$ cat src/rtl/artm_pkg.sv
package artm_pkg;

    localparam int MAX_REGIONS = 512;
    localparam int IDX_W       = $clog2(MAX_REGIONS);
    localparam int CNT_W       = $clog2(MAX_REGIONS + 1);
    localparam int ADDR_W      = 64;
    localparam int S_TDATA_W   = 3 * ADDR_W;
    localparam int M_TDATA_W   = 8;
    localparam int STATUS_W    = 2;

    typedef enum logic [STATUS_W-1:0] {
        ST_STORED  = 2'd0,
        ST_IGNORED = 2'd1,
        ST_FULL    = 2'd2,
        ST_QUERY   = 2'd3
    } t_status;

    localparam logic ACT_REGISTER = 1'b0;
    localparam logic ACT_QUERY    = 1'b1;

    typedef struct packed {
        logic              we;
        logic [IDX_W-1:0]  waddr;
        logic [ADDR_W-1:0] wstart;
        logic [ADDR_W-1:0] wend;
        logic              re;
        logic [IDX_W-1:0]  raddr;
    } t_mem_req;

    typedef struct packed {
        logic [ADDR_W-1:0] rstart;
        logic [ADDR_W-1:0] rend;
    } t_mem_rsp;

endpackage

$ cat src/rtl/artm_ctrl.sv
module artm_ctrl (
    input  logic                           i_clk,
    input  logic                           i_rst_n,
    input  logic                           i_s_tvalid,
    output logic                           o_s_tready,
    input  logic [artm_pkg::S_TDATA_W-1:0] i_s_tdata,
    input  logic                           i_s_tuser,
    output logic                           o_m_tvalid,
    input  logic                           i_m_tready,
    output logic [artm_pkg::M_TDATA_W-1:0] o_m_tdata,
    output logic [artm_pkg::STATUS_W-1:0]  o_m_tuser,
    output artm_pkg::t_mem_req             o_mem_req,
    input  artm_pkg::t_mem_rsp             i_mem_rsp
);
    import artm_pkg::*;

    typedef enum logic [2:0] {
        S_IDLE   = 3'b001,
        S_SCAN   = 3'b010,
        S_RESULT = 3'b100
    } t_state;

    t_state            r_state, n_state;
    logic [CNT_W-1:0]  r_count, n_count;
    logic [CNT_W-1:0]  r_issue, n_issue;
    logic              r_cmp_vld, n_cmp_vld;
    logic              r_out_vld, n_out_vld;
    logic [ADDR_W-1:0] r_addr, n_addr;
    t_status           r_pend_status, n_pend_status;
    logic              r_pend_hit, n_pend_hit;
    t_status           r_out_status, n_out_status;
    logic              r_out_hit, n_out_hit;

    logic [ADDR_W-1:0] in_base;
    logic [ADDR_W-1:0] in_size;
    logic [ADDR_W-1:0] in_addr;
    logic              in_beat;
    logic              full;
    logic              rd_en;
    logic              hit;
    logic              out_free;

    assign in_base  = i_s_tdata[ADDR_W-1:0];
    assign in_size  = i_s_tdata[2*ADDR_W-1:ADDR_W];
    assign in_addr  = i_s_tdata[3*ADDR_W-1:2*ADDR_W];
    assign in_beat  = i_s_tvalid && o_s_tready;
    assign full     = (r_count == CNT_W'(MAX_REGIONS));
    assign rd_en    = (r_state == S_SCAN) && (r_issue < r_count);
    assign hit      = r_cmp_vld && (r_addr >= i_mem_rsp.rstart) && (r_addr < i_mem_rsp.rend);
    assign out_free = !r_out_vld || i_m_tready;

    assign o_s_tready = (r_state == S_IDLE);

    always_comb begin
        n_state       = r_state;
        n_count       = r_count;
        n_issue       = r_issue;
        n_cmp_vld     = 1'b0;
        n_addr        = r_addr;
        n_pend_status = r_pend_status;
        n_pend_hit    = r_pend_hit;
        n_out_vld     = r_out_vld && !i_m_tready;
        n_out_status  = r_out_status;
        n_out_hit     = r_out_hit;

        o_mem_req.we     = 1'b0;
        o_mem_req.waddr  = r_count[IDX_W-1:0];
        o_mem_req.wstart = in_base;
        o_mem_req.wend   = in_base + in_size;
        o_mem_req.re     = rd_en;
        o_mem_req.raddr  = r_issue[IDX_W-1:0];

        unique case (r_state)
            S_IDLE: begin
                if (in_beat) begin
                    if (i_s_tuser == ACT_QUERY) begin
                        n_addr  = in_addr;
                        n_issue = '0;
                        n_state = S_SCAN;
                    end else begin
                        n_pend_hit = 1'b0;
                        n_state    = S_RESULT;
                        if (in_base == '0 || in_size == '0) begin
                            n_pend_status = ST_IGNORED;
                        end else if (full) begin
                            n_pend_status = ST_FULL;
                        end else begin
                            n_pend_status = ST_STORED;
                            o_mem_req.we  = 1'b1;
                            n_count       = r_count + CNT_W'(1);
                        end
                    end
                end
            end
            S_SCAN: begin
                n_cmp_vld = rd_en;
                if (rd_en) begin
                    n_issue = r_issue + CNT_W'(1);
                end
                if (hit || !rd_en) begin
                    n_pend_status = ST_QUERY;
                    n_pend_hit    = hit;
                    n_cmp_vld     = 1'b0;
                    n_state       = S_RESULT;
                end
            end
            S_RESULT: begin
                if (out_free) begin
                    n_out_vld    = 1'b1;
                    n_out_status = r_pend_status;
                    n_out_hit    = r_pend_hit;
                    n_state      = S_IDLE;
                end
            end
            default: n_state = S_IDLE;
        endcase
    end

    always_ff @(posedge i_clk) begin
        if (!i_rst_n) begin
            r_state   <= S_IDLE;
            r_count   <= '0;
            r_cmp_vld <= 1'b0;
            r_out_vld <= 1'b0;
        end else begin
            r_state   <= n_state;
            r_count   <= n_count;
            r_cmp_vld <= n_cmp_vld;
            r_out_vld <= n_out_vld;
        end
    end

    always_ff @(posedge i_clk) begin
        r_issue       <= n_issue;
        r_addr        <= n_addr;
        r_pend_status <= n_pend_status;
        r_pend_hit    <= n_pend_hit;
        r_out_status  <= n_out_status;
        r_out_hit     <= n_out_hit;
    end

    assign o_m_tvalid = r_out_vld;
    assign o_m_tuser  = r_out_status;
    assign o_m_tdata  = {{(M_TDATA_W-1){1'b0}}, r_out_hit};

endmodule

$ cat config.mk
export PLATFORM = sky130hd
export DESIGN_NAME = artm_ctrl
export DESIGN_NICKNAME = d
export VERILOG_FILES = /design/src/rtl/artm_pkg.sv /design/src/rtl/artm_ctrl.sv
export SDC_FILE = /design/constraint.sdc
export NUM_CORES = 1
export LEC_CHECK = 0
export BUFFER_PORTS_ARGS = -buffer_cell sky130_fd_sc_hd__buf_2
export CORE_AREA = 2 2 188 190
export DETAILED_ROUTE_END_ITERATION = 8
export DIE_AREA = 0 0 190 192
export GPL_ROUTABILITY_DRIVEN = 0
export PLACE_DENSITY_LB_ADDON = 0.2
export SYNTH_ARGS = -nofsm -noshare
export SYNTH_HDL_FRONTEND = slang
export SYNTH_SLANG_ARGS = --single-unit
$ cat constraint.sdc
create_clock -name i_clk -period 3.4 [get_ports i_clk]
set_clock_uncertainty 0.15 [all_clocks]
set_input_delay 0.34 -clock i_clk [delete_from_list [all_inputs] [get_ports i_clk]]
set_output_delay 0.34 -clock i_clk [all_outputs]
set_load 0.03 [all_outputs]
### Word level (Yosys, flattened, before mapping)

Index checks and enable logic that the tools add are counted.

| storage, ports and cells | value |
|---|---|
| input bits | 325 |
| register bits after elaboration | 95 |
| output and inout port bits | 160 |

| cells by class | value |
|---|---|
| $add $sub $neg | 3 |
| $lt $le $gt $ge | 3 |
| muxes and demuxes | 26 |
| equal/unequal tests | 10 |
| reduce and logical (&&, ||, !) cells | 21 |
| bitwise logic cells | 5 |

Operators by type and width:

| operator | count |
|---|---|
| $logic_not 64->1 | 2 |
| $add 64x64->64 | 1 |
| $ge 64x64->1 | 1 |
| $lt 64x64->1 | 1 |
| $mux 10 | 3 |
| $add 10x1->10 const B | 2 |
| $pmux 10 s2 | 1 |
| $mux 3 | 4 |
| $eq 10x10->1 const B | 1 |
| $lt 10x10->1 | 1 |
| $mux 1 | 10 |
| $mux 2 | 5 |
| $pmux 3 s3 | 1 |
| $reduce_and 4->1 | 2 |
| $ne 2x1->1 const B | 3 |
| $ne 2x2->1 const B | 3 |
| $reduce_and 3->1 | 2 |
| $logic_and 1x1->1 | 5 |
| $not 1->1 | 5 |
| $reduce_and 5->1 | 1 |
| $pmux 2 s2 | 1 |
| $eq 3x1->1 const B | 1 |
| $eq 3x2->1 const B | 1 |
| $eq 3x3->1 const B | 1 |
| 6 further kinds | 10 |

### Longest topological paths before layout

| logic depth | value |
|---|---|
| depth in word-level cells | 6 |
| mapped depth | 12 |
| mapped depth without buffers | 12 |

### Worst setup path after synthesis

OpenSTA, ideal clock, no wires.

| path | value |
|---|---|
| kind | in2out |
| start point | input port i_s_tdata[16] (netlist name) |
| end point | output port o_mem_req[72] (netlist name) |
| arrival | 3,430 ps |
| cell stages on the path | 11 |
| path slack | -520 ps |
| path through | ha_1 > buf_2 > nand4_1 > or3_1 > or4b_1 > a21oi_1 > nor3_1 > o31ai_4 > a31oi_4 > a21o_1 > a311oi_1 |

RTL lines:

| what | RTL line | text |
|---|---|---|
| start: declaration | artm_ctrl.sv:6 | `input logic [artm_pkg::S_TDATA_W-1:0] i_s_tdata,` |
| end: declaration | artm_ctrl.sv:12 | `output artm_pkg::t_mem_req o_mem_req,` |

==> results.md <==
* Status: finished with violations
* Failing checks: setup timing
* Synthesized instance count at 1364
* Die X at 190 um
* Setup slack after layout at -0.2317 ns
* Synth area leaders: ha_1, edfxtp_1, buf_4
* Setup TNS at -1.749 ns
* Buffers on Ports at 477
* Worst setup SP type: input port
* Final setup viols at 14
* Switching Fraction at 0.4151
* Share of cells above drive strength 1 at 0.4221
* DR pass1 iterations at 5
* Crit. End Element: output pin
* P&R area growth vs syn at 54.07%
* Peak supply drop at 225.0 uV
* Worst r2r src: r_addr[25]
* Final slew viol count at 0
* Max clock buf depth at 2
* Final period util at 1.068
* Post-synth cell types at 60
* Root buf cell: clkbuf_16
* R2r worst-path depth at 12
* Final nets at 2570
* Most frequent cells in the layout: buf_2, buf_4, ha_1
* WP data required at 2.91 ns
* H-tree Lvls at 3
* Share of power burned in registers at 0.254
* Prevailing post-synth register cell: edfxtp_1
* Commonest non-fill, non-tap cell in the layout: buf_2
* FF-to-FF End: r_state[1]
* TritonCTS Buffers at 9
* Starting Density at 0.3332
* DIE AREA at 36480 sq um
* Hold Path Origin: i_s_tdata[139]
* Least-Margin Pin Slew at 0.7721 ns
* Rel. slew slack at 0.4805
* Hpwl dp at 39.15 mm
* Vias in the first global route at 12.48k
* Drt total wl at 46.86 mm
* Register area share after synthesis at 0.2366
* WS Path Type: input port to output pin
* Finished Core Util at 0.5133
* CP Data Arrival Time at 3.14 ns
* Tot GR Track Use at 0.2447
* DRT iter0 DRCs at 623
* Leak at 8.798 nW
* Cell Area, Synth at 11420 sq um
* Fmax achieved at 275.4 MHz
* Clk slew on worst S/H paths at 0.08 ns
* GR Overflow Total at 0
* CTS tree: done
* First-pass GRT wire length at 68.93 mm
* Number of clock sinks at 95
* Yosys warns at 0
* Pint at 3.139 mW
* Async SR Flop Fraction at 0
* Worst-path fanout max at 5
* Fillers at 3300
* Worst skew pair latency at 0.38 ns
* Post-route ant nets at 0
* Leading area contributor after synthesis: ha_1
* Combinational Power Share at 0.545
* Yosys top cell area share at 0.2212
* Max Cap Viol at 0
* Number of synthesized flops with an enable pin at 80
* Fin crit period at 3.632 ns
* Site row count at 68
* Hold endpoint: r_addr[11]
* Hold depth at 1
* Flops & latches, synth at 95
* Clock power frac at 0.202
* Core ar. at 34290 sq um
* Num ports at 485
* Vias per inst at 5.079
* Hold WC Path Type: input port to flop
* R2R Setup Slk at 0.07 ns
* Pin count of the biggest net entering global routing at 65
* DRC viols at 0
* Final Hold Viols at 0
* Wirelength per Cell at 18.67 um
* P_sw at 2.227 mW
* Power per Cell Area at 304.9 nW/um^2
* Initial antenna violation count at 7
* Via count at 12.75k
* RSZ-0062 raised after global routing: yes
* Mean Syn Cell Area at 8.375 sq um
* Die Ht at 192 um
-- power groups by stage --
| stage | clock network [mW] | registers (mW) | logic [mW] |
|---|---|---|---|
| floorplan | 0 | 1.37 | 1.50 |
| global placement | 0 | 1.39 | 2.48 |
| detailed placement | 0 | 1.39 | 2.49 |
| CTS | 1.12 | 1.36 | 2.78 |
| global route | 1.16 | 1.37 | 3.12 |
| finish | 1.08 | 1.36 | 2.92 |
-- sequential cells by signal, summed over array words and instances (netlist names), 2 cells and up --
signal	flops
r_addr	64
r_count	10
o_m_tuser	2
r_issue	10
r_pend_status	2
r_state	3
-- cells in the mapped netlist (all sizes together) (25+ instances only) --
cell / count
xnor2: 43
ha: 202
o21ai: 76
nor4: 41
nand4: 55
nor3: 25
nand2: 80
xor2: 28
a21o: 78
edfxtp: 80
a21oi: 116
nor2: 68
inv: 158
buf: 99
-- area by class of cell --
class	instances	area [sq um]	area share
inverters	158	593.1	0.03370
repair buffers	773	5089	0.2891
multi-input cells	1005	8313	0.4723
flip-flops and latches	95	2703	0.1536
diodes	8	20.02	0.001137
clock inverters	7	88.84	0.005047
clock buffers	9	225.2	0.01280
well taps	455	569.3	0.03235
-- through the flow --
step	power [mW]	hold WS, ns	area, sq um	std cells	worst slack (ns)
finish	5.366	0.01430	17600	2510	-0.2317
global route	5.644	0.001429	17600	2510	-0.2876
floorplan	2.872	0.2503	11550	1370	-0.1353
global placement	3.870	0.2548	15350	2403	-0.4924
CTS	5.261	0.001391	17130	2490	-0.2895
detailed placement	3.874	0.2554	15350	2403	-0.5031
-- routing by layer --
metal | track usage | share of wire | up-vias
met1 | 0.2948 | 0.41 | 5900
met3 | 0.03599 | 0.064 | 75
li1 | - | - | 6241
met4 | 0.09064 | 0.032 | 0
met2 | 0.4399 | 0.49 | 532
met5 | 0 | 0 | -
-- what timing repair did --
item                                    CTS  global route
pin swaps                                64            52
endpoints found under the hold margin    52             0
cloned                                    0             0
setup buffers                            29            15
hold buffers                             52             0
endpoints found under the setup margin   40            44
resized for setup                       183            76
-- critical path, stage by stage --
cell	delay, ns
buf_8	0.11
ha_4	0.26
nand4_1	0.14
or3_4	0.37
or4b_4	0.56
a21oi_4	0.15
nor3_4	0.09
o31ai_4	0.27
a31oi_4	0.17
buf_4	0.18
o21bai_4	0.15
xor2_2	0.18
buf_6	0.16
-- cell families after synthesis --
group,count (synthesis),share of synthesized area
AO/OA/AOI/OAI,361,0.2007
flip-flops,95,0.2366
buffers and inverters,270,0.1195
XOR/XNOR,71,0.05444
multiplexers,1,0.0008763
adder cells (fa/ha/maj),203,0.2230
other,1,0.0003283
AND/OR/NAND/NOR,362,0.1646
-- worst max path at each step --
stage,start,end,slack (ns),cells past startpoint
after floorplan,i_s_tdata[16],o_mem_req[72],-0.14,11
after global placement,i_s_tdata[16],o_mem_req[70],-0.49,14
after detailed placement,i_s_tdata[16],o_mem_req[73],-0.50,12
after CTS,i_s_tdata[25],o_mem_req[66],-0.29,13
after global routing,i_s_tdata[25],o_mem_req[64],-0.29,13
final,i_s_tdata[25],o_mem_req[64],-0.23,13
No activity file was read; power rests on OpenSTA's default activity.
